$ cat src/rtl/dds_pkg.sv
// Shared constants, types and the quarter-wave sine ROM of the multiwave oscillator.
package dds_pkg;

  localparam int SINE_TABLE_DEPTH = 1024;
  localparam int SAMPLE_WIDTH     = 16;

  localparam int SINE_IDX_W = $clog2(SINE_TABLE_DEPTH);
  localparam int QTR_DEPTH  = SINE_TABLE_DEPTH / 4;
  localparam int QTR_IDX_W  = SINE_IDX_W - 2;

  // Waveform value before gain: holds +/-2S for the unclamped polluted sum
  localparam int VAL_W   = SAMPLE_WIDTH + 2;
  localparam int PROD_W  = VAL_W + 15;
  localparam int GPROD_W = VAL_W + 16;

  localparam int QUEUE_DEPTH = 4;
  localparam int QPTR_W      = $clog2(QUEUE_DEPTH);
  localparam int QCNT_W      = $clog2(QUEUE_DEPTH + 1);

  localparam logic [31:0] LFSR_SEED = 32'hACE1ACE1;
  localparam logic [31:0] LFSR_TAPS = 32'h80200003;

  localparam logic OP_SAMPLE = 1'b0;
  localparam logic OP_LOAD   = 1'b1;

  localparam logic [2:0] WAVE_SINE     = 3'd0;
  localparam logic [2:0] WAVE_SAW      = 3'd1;
  localparam logic [2:0] WAVE_SQUARE   = 3'd2;
  localparam logic [2:0] WAVE_TRIANGLE = 3'd3;
  localparam logic [2:0] WAVE_NOISE    = 3'd4;

  localparam int         CFG_IDX_W     = 2;
  localparam logic [1:0] REG_PHASE_INC = 2'd0;
  localparam logic [1:0] REG_WAVEFORM  = 2'd1;
  localparam logic [1:0] REG_GAIN      = 2'd2;
  localparam logic [1:0] REG_POLLUTION = 2'd3;

  localparam logic [14:0] GAIN_RESET = 15'd16384;

  typedef struct packed {
    logic [31:0] phase_increment;
    logic [2:0]  waveform;
    logic [14:0] gain;
    logic [14:0] pollution;
  } cfg_t;

  typedef struct packed {
    logic [2:0]              wave;
    logic [31:0]             phase;
    logic [SAMPLE_WIDTH-1:0] noise;
    logic                    pol_en;
  } qent_t;

  typedef logic [SAMPLE_WIDTH-2:0] qsin_rom_t [QTR_DEPTH];

  localparam logic [63:0] PI_Q30    = 64'd3373259426;
  localparam logic [63:0] ONE_Q30   = 64'd1 << 30;
  localparam logic [63:0] QSIN_DIV  = 64'(2 * SINE_TABLE_DEPTH);
  localparam logic [63:0] SINE_FULL = 64'((64'd1 << (SAMPLE_WIDTH - 1)) - 64'd1);

  // sin((pi/2) * m / depth) in Q30, degree-13 Taylor with truncating steps
  function automatic logic [63:0] quarter_sin(input logic [63:0] m);
    logic [63:0] x;
    logic [63:0] x2;
    logic [63:0] t;
    x  = (PI_Q30 * m) / QSIN_DIV;
    x2 = (x * x) >> 30;
    t  = ONE_Q30;
    t  = ONE_Q30 - (((x2 * t) >> 30) / 64'd156);
    t  = ONE_Q30 - (((x2 * t) >> 30) / 64'd110);
    t  = ONE_Q30 - (((x2 * t) >> 30) / 64'd72);
    t  = ONE_Q30 - (((x2 * t) >> 30) / 64'd42);
    t  = ONE_Q30 - (((x2 * t) >> 30) / 64'd20);
    t  = ONE_Q30 - (((x2 * t) >> 30) / 64'd6);
    t  = (x * t) >> 30;
    if (t > ONE_Q30) begin
      t = ONE_Q30;
    end
    return t;
  endfunction

  function automatic logic [SAMPLE_WIDTH-2:0] sine_entry(input logic [63:0] m);
    logic [63:0] e;
    e = (quarter_sin(m) * SINE_FULL + (64'd1 << 29)) >> 30;
    return e[SAMPLE_WIDTH-2:0];
  endfunction

  function automatic qsin_rom_t build_qsin();
    qsin_rom_t rom;
    int        j;
    for (j = 0; j < QTR_DEPTH; j++) begin
      rom[j] = sine_entry(64'(4 * j));
    end
    return rom;
  endfunction

  localparam qsin_rom_t QSIN_ROM = build_qsin();
  // Magnitude at the quarter-wave peak, one entry past the end of the ROM
  localparam logic [SAMPLE_WIDTH-2:0] SINE_PEAK = sine_entry(64'(SINE_TABLE_DEPTH));

endpackage

$ cat src/rtl/dds_front.sv
// Front end: accepts items, owns the phase accumulator and the noise LFSR.
module dds_front (
  input  logic                         clk,
  input  logic                         rst_n,
  input  dds_pkg::cfg_t                cfg,
  input  logic                         in_valid,
  output logic                         in_stall,
  input  logic                         in_opcode,
  input  logic [31:0]                  in_phase_value,
  input  logic                         q_full,
  output logic                         q_push,
  output dds_pkg::qent_t               q_wdata
);

  logic [31:0] phase_acc_r;
  logic [31:0] phase_acc_nxt;
  logic [31:0] lfsr_r;
  logic [31:0] lfsr_nxt;
  logic [31:0] lfsr_step;
  logic        accept;
  logic        is_periodic;
  logic        is_noise;
  logic        draw;
  logic        pol_en;

  always_comb begin
    lfsr_step   = {1'b0, lfsr_r[31:1]} ^ (lfsr_r[0] ? dds_pkg::LFSR_TAPS : 32'd0);
    is_periodic = cfg.waveform inside {[dds_pkg::WAVE_SINE:dds_pkg::WAVE_TRIANGLE]};
    is_noise    = (cfg.waveform == dds_pkg::WAVE_NOISE);
    pol_en      = is_periodic && (cfg.pollution != 15'd0);
    draw        = is_noise || pol_en;
    accept      = in_valid && !q_full;
    q_push      = accept && (in_opcode == dds_pkg::OP_SAMPLE);

    phase_acc_nxt = phase_acc_r;
    lfsr_nxt      = lfsr_r;
    if (accept) begin
      if (in_opcode == dds_pkg::OP_LOAD) begin
        phase_acc_nxt = in_phase_value;
      end else begin
        if (is_periodic) begin
          phase_acc_nxt = phase_acc_r + cfg.phase_increment;
        end
        if (draw) begin
          lfsr_nxt = lfsr_step;
        end
      end
    end

    q_wdata.wave   = cfg.waveform;
    q_wdata.phase  = phase_acc_r;
    q_wdata.noise  = lfsr_step[31 -: dds_pkg::SAMPLE_WIDTH];
    q_wdata.pol_en = pol_en;
  end

  assign in_stall = q_full;

  always_ff @(posedge clk) begin
    if (!rst_n) begin
      phase_acc_r <= 32'd0;
      lfsr_r      <= dds_pkg::LFSR_SEED;
    end else begin
      phase_acc_r <= phase_acc_nxt;
      lfsr_r      <= lfsr_nxt;
    end
  end

endmodule

$ cat src/rtl/dds_queue.sv
// Short FIFO that decouples the front end from the sample pipeline.
module dds_queue (
  input  logic           clk,
  input  logic           rst_n,
  input  logic           push,
  input  dds_pkg::qent_t wdata,
  output logic           full,
  input  logic           pop,
  output dds_pkg::qent_t rdata,
  output logic           vld
);

  dds_pkg::qent_t                mem_r [dds_pkg::QUEUE_DEPTH];
  logic [dds_pkg::QPTR_W-1:0]    wr_ptr_r;
  logic [dds_pkg::QPTR_W-1:0]    wr_ptr_nxt;
  logic [dds_pkg::QPTR_W-1:0]    rd_ptr_r;
  logic [dds_pkg::QPTR_W-1:0]    rd_ptr_nxt;
  logic [dds_pkg::QCNT_W-1:0]    cnt_r;
  logic [dds_pkg::QCNT_W-1:0]    cnt_nxt;
  logic                          do_push;
  logic                          do_pop;

  localparam logic [dds_pkg::QPTR_W-1:0] PTR_LAST = dds_pkg::QPTR_W'(dds_pkg::QUEUE_DEPTH - 1);
  localparam logic [dds_pkg::QCNT_W-1:0] CNT_FULL = dds_pkg::QCNT_W'(dds_pkg::QUEUE_DEPTH);

  always_comb begin
    full    = (cnt_r == CNT_FULL);
    vld     = (cnt_r != '0);
    rdata   = mem_r[rd_ptr_r];
    do_push = push && !full;
    do_pop  = pop && vld;

    wr_ptr_nxt = wr_ptr_r;
    rd_ptr_nxt = rd_ptr_r;
    cnt_nxt    = cnt_r;
    if (do_push) begin
      wr_ptr_nxt = (wr_ptr_r == PTR_LAST) ? '0 : wr_ptr_r + 1'b1;
    end
    if (do_pop) begin
      rd_ptr_nxt = (rd_ptr_r == PTR_LAST) ? '0 : rd_ptr_r + 1'b1;
    end
    if (do_push && !do_pop) begin
      cnt_nxt = cnt_r + 1'b1;
    end else if (do_pop && !do_push) begin
      cnt_nxt = cnt_r - 1'b1;
    end
  end

  always_ff @(posedge clk) begin
    if (!rst_n) begin
      wr_ptr_r <= '0;
      rd_ptr_r <= '0;
      cnt_r    <= '0;
    end else begin
      wr_ptr_r <= wr_ptr_nxt;
      rd_ptr_r <= rd_ptr_nxt;
      cnt_r    <= cnt_nxt;
    end
  end

  always_ff @(posedge clk) begin
    if (do_push) begin
      mem_r[wr_ptr_r] <= wdata;
    end
  end

endmodule

$ cat src/rtl/dds_back.sv
// Back end: five-stage sample pipeline (shape, pollution, clamp, gain, saturate).
module dds_back (
  input  logic                                clk,
  input  logic                                rst_n,
  input  dds_pkg::cfg_t                       cfg,
  input  logic                                q_vld,
  input  dds_pkg::qent_t                      q_rdata,
  output logic                                q_pop,
  output logic                                out_valid,
  input  logic                                out_stall,
  output logic signed [dds_pkg::SAMPLE_WIDTH-1:0] out_sample
);

  localparam int W      = dds_pkg::SAMPLE_WIDTH;
  localparam int VAL_W  = dds_pkg::VAL_W;
  localparam int PROD_W = dds_pkg::PROD_W;
  localparam int GP_W   = dds_pkg::GPROD_W;
  localparam int RND_W  = GP_W - 14;

  localparam logic signed [VAL_W-1:0] S_POS   = VAL_W'(1 << (W - 1));
  localparam logic signed [VAL_W-1:0] S_NEG   = VAL_W'(-(1 << (W - 1)));
  localparam logic signed [VAL_W-1:0] THREE_S = VAL_W'(3 << (W - 1));
  localparam logic signed [GP_W-1:0]  ROUND   = GP_W'(8192);
  localparam logic signed [RND_W-1:0] SAT_HI  = RND_W'((1 << (W - 1)) - 1);
  localparam logic signed [RND_W-1:0] SAT_LO  = RND_W'(-(1 << (W - 1)));

  logic adv;

  // stage 1: waveform shape
  logic [dds_pkg::SINE_IDX_W-1:0] sidx;
  logic [dds_pkg::QTR_IDX_W-1:0]  low;
  logic [dds_pkg::QTR_IDX_W-1:0]  ridx;
  logic                           odd;
  logic                           neg;
  logic                           peak;
  logic [W-2:0]                   mag;
  logic signed [VAL_W-1:0]        sine_v;
  logic signed [W-1:0]            saw_w;
  logic [W:0]                     tri_u;
  logic signed [VAL_W-1:0]        tri_s;
  logic signed [W-1:0]            draw_w;
  logic signed [VAL_W-1:0]        s1_v_nxt;

  logic                           s1_vld_r;
  logic signed [VAL_W-1:0]        s1_v_r;
  logic signed [W-1:0]            s1_d_r;
  logic                           s1_pol_r;

  // stage 2: pollution product
  logic signed [15:0]             pol_s;
  logic signed [PROD_W-1:0]       s2_prod_nxt;
  logic                           s2_vld_r;
  logic signed [VAL_W-1:0]        s2_v_r;
  logic                           s2_pol_r;
  logic signed [PROD_W-1:0]       s2_prod_r;

  // stage 3: add and clamp
  logic signed [VAL_W-1:0]        pol_add;
  logic signed [VAL_W-1:0]        sum;
  logic signed [VAL_W-1:0]        s3_v_nxt;
  logic                           s3_vld_r;
  logic signed [VAL_W-1:0]        s3_v_r;

  // stage 4: gain product
  logic signed [15:0]             gain_s;
  logic signed [GP_W-1:0]         s4_m_nxt;
  logic                           s4_vld_r;
  logic signed [GP_W-1:0]         s4_m_r;

  // stage 5: round and saturate
  logic signed [GP_W-1:0]         rnd;
  logic signed [RND_W-1:0]        scaled;
  logic signed [W-1:0]            out_sample_nxt;
  logic                           out_valid_r;
  logic signed [W-1:0]            out_sample_r;

  assign adv   = !out_valid_r || !out_stall;
  assign q_pop = adv && q_vld;

  always_comb begin
    sidx   = q_rdata.phase[31 -: dds_pkg::SINE_IDX_W];
    neg    = sidx[dds_pkg::SINE_IDX_W-1];
    odd    = sidx[dds_pkg::SINE_IDX_W-2];
    low    = sidx[dds_pkg::QTR_IDX_W-1:0];
    ridx   = odd ? (dds_pkg::QTR_IDX_W'(0) - low) : low;
    peak   = odd && (low == '0);
    mag    = peak ? dds_pkg::SINE_PEAK : dds_pkg::QSIN_ROM[ridx];
    sine_v = neg ? -$signed({3'b000, mag}) : $signed({3'b000, mag});

    saw_w  = $signed({~q_rdata.phase[31], q_rdata.phase[30 -: W-1]});
    tri_u  = q_rdata.phase[31 -: W+1];
    tri_s  = tri_u[W] ? (THREE_S - $signed({1'b0, tri_u})) : ($signed({1'b0, tri_u}) - S_POS);
    draw_w = $signed({~q_rdata.noise[W-1], q_rdata.noise[W-2:0]});

    case (q_rdata.wave)
      dds_pkg::WAVE_SINE:     s1_v_nxt = sine_v;
      dds_pkg::WAVE_SAW:      s1_v_nxt = {{2{saw_w[W-1]}}, saw_w};
      dds_pkg::WAVE_SQUARE: begin
        s1_v_nxt = ((q_rdata.phase != 32'd0) && !q_rdata.phase[31]) ? S_POS : S_NEG;
      end
      dds_pkg::WAVE_TRIANGLE: s1_v_nxt = tri_s;
      dds_pkg::WAVE_NOISE:    s1_v_nxt = {{2{draw_w[W-1]}}, draw_w};
      default:                s1_v_nxt = '0;
    endcase
  end

  always_comb begin
    pol_s       = $signed({1'b0, cfg.pollution});
    s2_prod_nxt = PROD_W'(pol_s) * PROD_W'(s1_d_r);

    // floor of the product over 2^15
    pol_add = $signed(s2_prod_r[PROD_W-1:15]);
    sum     = s2_v_r + pol_add;
    if (!s2_pol_r) begin
      s3_v_nxt = s2_v_r;
    end else if (sum < S_NEG) begin
      s3_v_nxt = S_NEG;
    end else if (sum > S_POS) begin
      s3_v_nxt = S_POS;
    end else begin
      s3_v_nxt = sum;
    end

    gain_s   = $signed({1'b0, cfg.gain});
    s4_m_nxt = GP_W'(s3_v_r) * GP_W'(gain_s);

    rnd    = s4_m_r + ROUND;
    scaled = $signed(rnd[GP_W-1:14]);
    if (scaled < SAT_LO) begin
      out_sample_nxt = SAT_LO[W-1:0];
    end else if (scaled > SAT_HI) begin
      out_sample_nxt = SAT_HI[W-1:0];
    end else begin
      out_sample_nxt = scaled[W-1:0];
    end
  end

  always_ff @(posedge clk) begin
    if (!rst_n) begin
      s1_vld_r    <= 1'b0;
      s2_vld_r    <= 1'b0;
      s3_vld_r    <= 1'b0;
      s4_vld_r    <= 1'b0;
      out_valid_r <= 1'b0;
    end else if (adv) begin
      s1_vld_r    <= q_vld;
      s2_vld_r    <= s1_vld_r;
      s3_vld_r    <= s2_vld_r;
      s4_vld_r    <= s3_vld_r;
      out_valid_r <= s4_vld_r;
    end
  end

  always_ff @(posedge clk) begin
    if (adv) begin
      s1_v_r       <= s1_v_nxt;
      s1_d_r       <= draw_w;
      s1_pol_r     <= q_rdata.pol_en;
      s2_v_r       <= s1_v_r;
      s2_pol_r     <= s1_pol_r;
      s2_prod_r    <= s2_prod_nxt;
      s3_v_r       <= s3_v_nxt;
      s4_m_r       <= s4_m_nxt;
      out_sample_r <= out_sample_nxt;
    end
  end

  assign out_valid  = out_valid_r;
  assign out_sample = out_sample_r;

endmodule

$ cat src/rtl/multiwave_dds_oscillator.sv
// Top level of the multiwave direct digital synthesis oscillator.
//
// Input channel (in_valid / in_stall, in_opcode, in_phase_value): an opcode
// of zero requests one sample, an opcode of one loads the phase accumulator
// and produces nothing. A transfer completes on a clock edge with valid high
// and stall low.
// Output channel (out_valid / out_stall, out_sample): one signed Q1.15
// sample per sample request, in request order.
// Configuration: cfg_we writes register cfg_index with cfg_wdata
// (0 phase increment, 1 waveform, 2 gain, 3 pollution); write only
// while no request is in flight.
// A taken sample request is written to the job queue and then passes the
// five back-end stages. One item per cycle is taken while in_stall is low;
// the phase add and the LFSR step in the front end are feedback loops.
// A stalled receiver freezes the five-stage back pipeline; the four-entry
// queue then fills and in_stall rises.
// Reset (rst_n low, synchronous): phase zero, LFSR at its seed, sine
// waveform, unity gain, no pollution, pipeline and queue empty.
module multiwave_dds_oscillator (
  input  logic                                    clk,
  input  logic                                    rst_n,
  input  logic                                    cfg_we,
  input  logic [dds_pkg::CFG_IDX_W-1:0]           cfg_index,
  input  logic [31:0]                             cfg_wdata,
  input  logic                                    in_valid,
  output logic                                    in_stall,
  input  logic                                    in_opcode,
  input  logic [31:0]                             in_phase_value,
  output logic                                    out_valid,
  input  logic                                    out_stall,
  output logic signed [dds_pkg::SAMPLE_WIDTH-1:0] out_sample
);

  dds_pkg::cfg_t  cfg_r;
  dds_pkg::cfg_t  cfg_nxt;
  dds_pkg::qent_t q_wdata;
  dds_pkg::qent_t q_rdata;
  logic           q_push;
  logic           q_full;
  logic           q_pop;
  logic           q_vld;

  // Register file: decode the index, drop writes that hit no register
  always_comb begin
    cfg_nxt = cfg_r;
    if (cfg_we) begin
      case (cfg_index)
        dds_pkg::REG_PHASE_INC: cfg_nxt.phase_increment = cfg_wdata;
        dds_pkg::REG_WAVEFORM:  cfg_nxt.waveform        = cfg_wdata[2:0];
        dds_pkg::REG_GAIN:      cfg_nxt.gain            = cfg_wdata[14:0];
        dds_pkg::REG_POLLUTION: cfg_nxt.pollution       = cfg_wdata[14:0];
        default:                cfg_nxt = cfg_r;
      endcase
    end
  end

  always_ff @(posedge clk) begin
    if (!rst_n) begin
      cfg_r.phase_increment <= 32'd0;
      cfg_r.waveform        <= dds_pkg::WAVE_SINE;
      cfg_r.gain            <= dds_pkg::GAIN_RESET;
      cfg_r.pollution       <= 15'd0;
    end else begin
      cfg_r <= cfg_nxt;
    end
  end

  // Front end: take items, advance phase and noise state, queue sample jobs
  dds_front u_front (
    .clk            (clk),
    .rst_n          (rst_n),
    .cfg            (cfg_r),
    .in_valid       (in_valid),
    .in_stall       (in_stall),
    .in_opcode      (in_opcode),
    .in_phase_value (in_phase_value),
    .q_full         (q_full),
    .q_push         (q_push),
    .q_wdata        (q_wdata)
  );

  // Hold sample jobs while the back end is stalled
  dds_queue u_queue (
    .clk   (clk),
    .rst_n (rst_n),
    .push  (q_push),
    .wdata (q_wdata),
    .full  (q_full),
    .pop   (q_pop),
    .rdata (q_rdata),
    .vld   (q_vld)
  );

  // Back end: shape, pollute, clamp, apply gain, saturate
  dds_back u_back (
    .clk        (clk),
    .rst_n      (rst_n),
    .cfg        (cfg_r),
    .q_vld      (q_vld),
    .q_rdata    (q_rdata),
    .q_pop      (q_pop),
    .out_valid  (out_valid),
    .out_stall  (out_stall),
    .out_sample (out_sample)
  );

  // A phase load never reaches the sample pipeline
  assert property (@(posedge clk) disable iff (!rst_n)
    (in_valid && !in_stall && in_opcode == dds_pkg::OP_LOAD) |-> !q_push)
    else $error("phase load queued as a sample job");

  // Every accepted sample request becomes a queued job
  assert property (@(posedge clk) disable iff (!rst_n)
    (in_valid && !in_stall && in_opcode == dds_pkg::OP_SAMPLE) |-> q_push)
    else $error("sample request lost in front end");

  // The back end pops only existing jobs
  assert property (@(posedge clk) disable iff (!rst_n) q_pop |-> q_vld)
    else $error("pop from empty job queue");

  // A stalled output freezes the pipeline, so nothing leaves the queue
  assert property (@(posedge clk) disable iff (!rst_n)
    (out_valid && out_stall) |-> !q_pop)
    else $error("queue popped while output stalled");

endmodule
$ cat config.mk
export PLATFORM = sky130hd
export DESIGN_NAME = multiwave_dds_oscillator
export DESIGN_NICKNAME = d
export VERILOG_FILES = /design/src/rtl/dds_pkg.sv /design/src/rtl/dds_front.sv /design/src/rtl/dds_queue.sv /design/src/rtl/dds_back.sv /design/src/rtl/multiwave_dds_oscillator.sv
export SDC_FILE = /design/constraint.sdc
export NUM_CORES = 2
export LEC_CHECK = 0
export BUFFER_PORTS_ARGS = -buffer_cell sky130_fd_sc_hd__buf_2
export CORE_MARGIN = 4
export CORE_UTILIZATION = 53
export CTS_BUF_LIST = sky130_fd_sc_hd__clkbuf_2
export CTS_CLUSTER_DIAMETER = 100
export DETAILED_ROUTE_END_ITERATION = 12
export PLACE_DENSITY = 0.8
export SLEW_MARGIN = 20
export SYNTH_ARGS = -nofsm -noshare
export SYNTH_HDL_FRONTEND = slang
export SYNTH_SLANG_ARGS = --single-unit
export TNS_END_PERCENT = 50
$ cat constraint.sdc
create_clock -name clk -period 7.7 [get_ports clk]
set_input_delay 0.77 -clock clk [delete_from_list [all_inputs] [get_ports clk]]
set_output_delay 0.77 -clock clk [all_outputs]
set_load 0.02 [all_outputs]
After elaboration in Yosys (flattened, before gate mapping)
Memories as Yosys holds them, arrays and structs flattened. A register that Yosys moved wholly into a read port is not among the register bits. Cells that the tools add are included.

Flip-flop bits (word level): 296. RAM bits: 208. Bits in read-only memories: 3840. Input port bits: 72. Output and inout bits: 18. Word-level logic and storage cells: 117. Memories: 2.

Add/subtract/negate cells: 11. Multipliers: 2. Magnitude comparators: 7. Eq/ne operators: 11. Mux-type cells: 23. Bitwise logic cells: 5. Reduce and logical (&&, ||, !) cells: 33.

Memory list: (no name shown) (depth 256, bits a word 15, rd ports 1, clocked after Yosys merged registers in 0, wr ports 0, RTL line dds_back.sv:87) `mag = peak ? dds_pkg::SINE_PEAK : dds_pkg::QSIN_ROM[ridx];`; u_queue.mem_r (depth 4, bits a word 52, rd ports 1, clocked after Yosys merged registers in 1, wr ports 1, RTL line dds_queue.sv:13) `dds_pkg::qent_t mem_r [dds_pkg::QUEUE_DEPTH];`.

Operators by type and width (count): 18-bit two-way mux (6); 32-bit two-way mux (3); 18-bit case mux with 5 select lines (1); 15-bit two-way mux (3); 34-bit by 15-bit adder with 34-bit output (second input constant) (1); 18-bit by 16-bit multiplier with 34-bit output (1); 32-bit adder (1); 16-bit by 16-bit multiplier with 32-bit output (1); 32-bit nonzero test (1); 31-bit by 32-bit XOR with 32-bit output (1); 20-bit by 16-bit > comparator with 1-bit output (second input constant) (1); 20-bit by 16-bit < comparator with 1-bit output (second input constant) (1); 18-bit adder (1); 18-bit by 17-bit > comparator with 1-bit output (second input constant) (1); 18-bit by 16-bit < comparator with 1-bit output (second input constant) (1); 15-bit negator with 18-bit output (1); 17-bit by 16-bit subtractor with 18-bit output (second input constant) (1); 17-bit by 17-bit subtractor with 18-bit output (first input constant) (1); 16-bit two-way mux (1); 15-bit nonzero test (1); 1-bit logical AND (11); 2-bit AND reduction (5); 3-bit == test (second input constant) (3); 9-bit greater-or-equal comparator (second input constant) (1); 24 further kinds (43).

Longest topological paths before layout
Depth after elaboration: 10. Depth in mapped cells: 28. Mapped depth without buffers: 27.

Modules after synthesis
From an unflattened synthesis, not the netlist that was laid out.

Cell total of the unflattened synthesis: 4635. Area total of the unflattened synthesis: 45503.6 um^2.

By module, submodules not included: dds_back (instances 1, cells each 3498, area each 30654.4 um^2, sequential area each 3883.7 um^2); dds_queue (instances 1, cells each 323, area each 8046.5 um^2, sequential area each 6426.2 um^2); dds_front (instances 1, cells each 565, area each 4314.1 um^2, sequential area each 1281.2 um^2); multiwave_dds_oscillator (instances 1, cells each 249, area each 2488.6 um^2, sequential area each 1301.2 um^2).

Least setup slack after synthesis
Ideal clock, no wire load.

Path kind: register to register. Start: register cfg_r[22] (netlist bit). End: register u_back.s4_m_r[33] (data pin). Setup time: 260 ps. Arrival time: 6646 ps. Setup slack: 794 ps. Stages on the path, launching flop included: 29. Path buffers: 2. Clock period less this slack: 6906 ps. Path through: dfxtp_1 -> clkbuf_1 -> clkbuf_1 -> nand2_1 -> fa_1 -> inv_1 -> fa_1 -> inv_1 -> fa_1 -> inv_1 -> fa_1 -> fa_1 -> inv_1 -> fa_1 -> inv_1 -> ha_1 -> a21o_1 -> a21o_1 -> a21o_1 -> a21o_1 -> a21oi_1 -> o31ai_1 -> a41o_1 -> o221a_2 -> a2111o_1 -> and3_1 -> o21a_1 -> nor2_1 -> xnor2_1.

Cells in the longest elaborated chain, start to end: 1.

Ends and longest elaborated chain: start: declaration (RTL line multiwave_dds_oscillator.sv:34) `dds_pkg::cfg_t cfg_r;`; start signal: assignment (RTL line multiwave_dds_oscillator.sv:64) `cfg_r <= cfg_nxt;`; 18-bit by 16-bit multiplier with 34-bit output (RTL line dds_back.sv:125) `s4_m_nxt = GP_W'(s3_v_r) * GP_W'(gain_s);`; named net u_back.s4_m_nxt[33] (RTL line dds_back.sv:66) `logic signed [GP_W-1:0] s4_m_nxt;`; end signal: assignment (RTL line dds_back.sv:163) `s4_m_r <= s4_m_nxt;`; end: declaration (RTL line dds_back.sv:68) `logic signed [GP_W-1:0] s4_m_r;`.

The timed path passes the listed nets, and every way through them passes these cells. A chain may end at the register's enable or synchronous reset.

Worst setup path in the final report
Start: register u_back.s3_v_r[7]. End: register u_back.s4_m_r[33] (data pin).

Cells in the longest elaborated chain, start to end: 1.

Ends and longest elaborated chain: start: declaration (RTL line dds_back.sv:62) `logic signed [VAL_W-1:0] s3_v_r;`; start signal: assignment (RTL line dds_back.sv:162) `s3_v_r <= s3_v_nxt;`; 18-bit by 16-bit multiplier with 34-bit output (RTL line dds_back.sv:125); named net u_back.s4_m_nxt[33] (RTL line dds_back.sv:66).

The timed path passes the listed nets, and every way through them passes these cells.

==> reports/results.ini <==
[worst_setup_path]
reg2regPathDepth=26
critical-path-top-delay-family=adder cells
start_kind=flop
crit_top_cell=fa_1
end_kind=flop
slowest_delay_ns=0.70
path_max_fanout=15
arrival_ns=8.12
critical_path_class=flop to flop
cp_data_required_time_ns=8.58
r2r_slack_ns=0.46
r2r_start=u_back.s3_v_r[7]
r2r-end=u_back.s4_m_r[33]
slowest_stage=edfxtp_1
path_buf_inv=5

[worst_hold_path]
hold_end=u_front.phase_acc_r[19]
hold_start=in_phase_value[19]
min_path_cells=4
hold_class=primary input to flop

[synthesis]
syn-num-nets=5233
syn-instance-count=4430
ys_top_cells_by_area=edfxtp_1 (23%), fa_1 (21%), ha_1 (8.0%), dfxtp_1 (6.6%), nand2_1 (5.3%)
synth_edf_count=334
synth_top_area_share=0.231
synth_area_um2=43400
syn_avg_cell_area_um2=9.79
ys_ff_latch=477
yosys_most_used_dff=edfxtp_1
ys_types=100
postSynth.asyncResetShare=0
ys_warn_count=0
yosysSeqAreaShare=0.297
netlist.top_cell.by_area=edfxtp_1

[power_and_ir_drop]
p_leak_nw=21.0
powerDensity_nw_per_um2=378
swShare=0.532
peakVddDrop_mv=0.341
p_switching_mw=9.42
p_comb_frac=0.679
p_clk_frac=0.100
p_int_mw=8.27
pwr-share-seq=0.221
power.total_mw=17.7

[cells_and_area]
nets=5353
layout-drive-gt1-share=0.107
final_cell_mix=nand2_1 (613), inv_1 (575), fa_1 (453), edfxtp_1 (334), ha_1 (278)
area_growth_pct=7.75
final_common_cell=nand2_1
regArea_um2=12900
fillers=6649
multi_input_area_um2=27200

[placed_design]
gp_congestion=1.06
portBuffers=89
dpl.hpwl_um=88900

[global_route]
gr-total-overflow=0
antenna_found_initial=11
grt_pass1_vias=35134
grt_max_degree=93
grt_use_total=0.280
grt_pass1_wl_um=193000

[drt]
wire_per_inst_um=21.1
route.detailed.drc=0
viasPerCell=6.00
num_vias=34294
drtIter0Drc=3325
routed_wl_um=120000
ant_nets=0
firstDrtPassIters=6

[timing]
hold_viol_final=0
setup_violations=0
post-route-period-util=0.940
fmax_ghz=0.138
relSlewSlack=0.222
min_period_ns=7.24
worst_slew_pin_slew_ns=1.17
fin_skew_ns=0.135
tns_ns=0
slew_viol_final=0
grt_setup_unrepaired=no

[die]
rows=104
die_h_um=294
die_width_um=294
io_pins=90
core_um2=80800
initial_core_util=0.537
dieArea_um2=86500

[cts]
numCtsBuffers=117
root_buffer=clkbuf_2
cts_tree=done
cts_setup_buffers=0
cts_hold_buf=65
cts_buffer_depth=3
clock-sinks=477
cts_resized=0
cts_htree_levels=3
path_clk_slew_ns=0.11
clk_latency_ns=1.20

[status]
status=complete, no violations

[flow_run]
maxCapViolCount=0

## power by group through the flow
stage          clock network (mW)  registers, mW  logic [mW]
3_5_place_dp                    0           3.96        11.5
2_1_floorplan                   0           3.69        8.05
5_1_grt                      1.96           3.97        12.8
3_3_place_gp                    0           3.93        11.4
4_1_cts                      1.81           3.90        11.6
6_report                     1.77           3.91        12.0
## layout make-up
cell class | count | area share
flip-flops and latches | 477 | 0.276
inverters | 583 | 0.0468
clock inverters | 42 | 0.00576
multi-input cells | 3111 | 0.583
clock buffers | 179 | 0.0192
repair buffers | 260 | 0.0406
well taps | 1060 | 0.0284
diodes | 5 | 0.000268
## how the worst max path moves through the flow
stage          cells past startpoint  slack, ns           endpoint             start
2_1_floorplan                     28       0.79  u_back.s4_m_r[33]         cfg_r[22]
3_3_place_gp                      23       0.54  u_back.s4_m_r[33]  u_back.s3_v_r[8]
3_5_place_dp                      26       0.43  u_back.s4_m_r[33]  u_back.s3_v_r[7]
4_1_cts                           26       0.48  u_back.s4_m_r[33]  u_back.s3_v_r[7]
5_1_grt                           26       0.14  u_back.s4_m_r[33]  u_back.s3_v_r[6]
6_report                          26       0.46  u_back.s4_m_r[33]  u_back.s3_v_r[7]
## synthesized netlist by cell type, drive strengths merged (27+ instances only)
| master | count |
|---|---|
| a21boi | 87 |
| a21o | 45 |
| a21oi | 194 |
| a31oi | 31 |
| and2 | 244 |
| and3 | 27 |
| buf | 74 |
| clkbuf | 185 |
| dfxtp | 143 |
| edfxtp | 334 |
| fa | 453 |
| ha | 278 |
| inv | 579 |
| mux2i | 33 |
| mux4 | 36 |
| nand2 | 616 |
| nand3 | 77 |
| nor2 | 139 |
| nor2b | 40 |
| nor3 | 61 |
| nor4 | 32 |
| o211a | 27 |
| o211ai | 49 |
| o21ai | 154 |
| xnor2 | 84 |
| xor2 | 51 |
## stage by stage
stage / hold slack [ns] / util / area (µm²) / instances / worst slack [ns]
after CTS: 0.00769 / 0.578 / 46700 / 5712 / 0.484
after global placement: 0.401 / 0.555 / 44900 / 5426 / 0.544
after global routing: 0.0390 / 0.578 / 46700 / 5716 / 0.142
final: 0.129 / 0.578 / 46700 / 5717 / 0.463
after floorplan: 0.400 / - / 43400 / 4430 / 0.794
after detailed placement: 0.405 / 0.556 / 44900 / 5426 / 0.427
## registers in the layout, indices dropped and copies added (netlist names), 2 cells and up, named ones only
register / flops
u_back.s1_v_r: 18
u_queue.mem_r: 208
u_back.s4_m_r: 21
u_front.lfsr_r: 32
u_back.s3_v_r: 18
u_queue.cnt_r: 3
u_back.s2_prod_r: 17
u_back.s2_v_r: 18
cfg_r: 65
u_back.out_sample: 16
u_front.phase_acc_r: 32
u_queue.wr_ptr_r: 2
u_queue.rd_ptr_r: 2
u_back.s1_d_r: 16
## worst min-delay path: stages
cell      delay [ns]
buf_2           0.07
nand2_1         0.08
o211ai_1        0.10
o211a_1         0.15
## layer usage
| layer | track usage | vias to the layer above | routed length, µm |
|---|---|---|---|
| met4 | 0.125 | 12 | 5840 |
| met1 | 0.366 | 16727 | 47800 |
| met2 | 0.453 | 1846 | 55500 |
| met5 | 0 | - | 72 |
| met3 | 0.0607 | 418 | 11300 |
| li1 | - | 15291 | - |
## cell families (layout without fill, tap and decap cells)
family	after synthesis	count (layout)	share of synthesized area
buffers and inverters	842	1064	0.0767
xor gates and xnor gates	136	136	0.0286
muxes	75	75	0.0279
other	0	5	0
AOI/OAI and AO/OA	848	848	0.134
adders and majority gates	732	732	0.290
and+or+nand+nor	1320	1320	0.146
DFF	477	477	0.297
No activity file was read; power rests on OpenSTA's default activity.
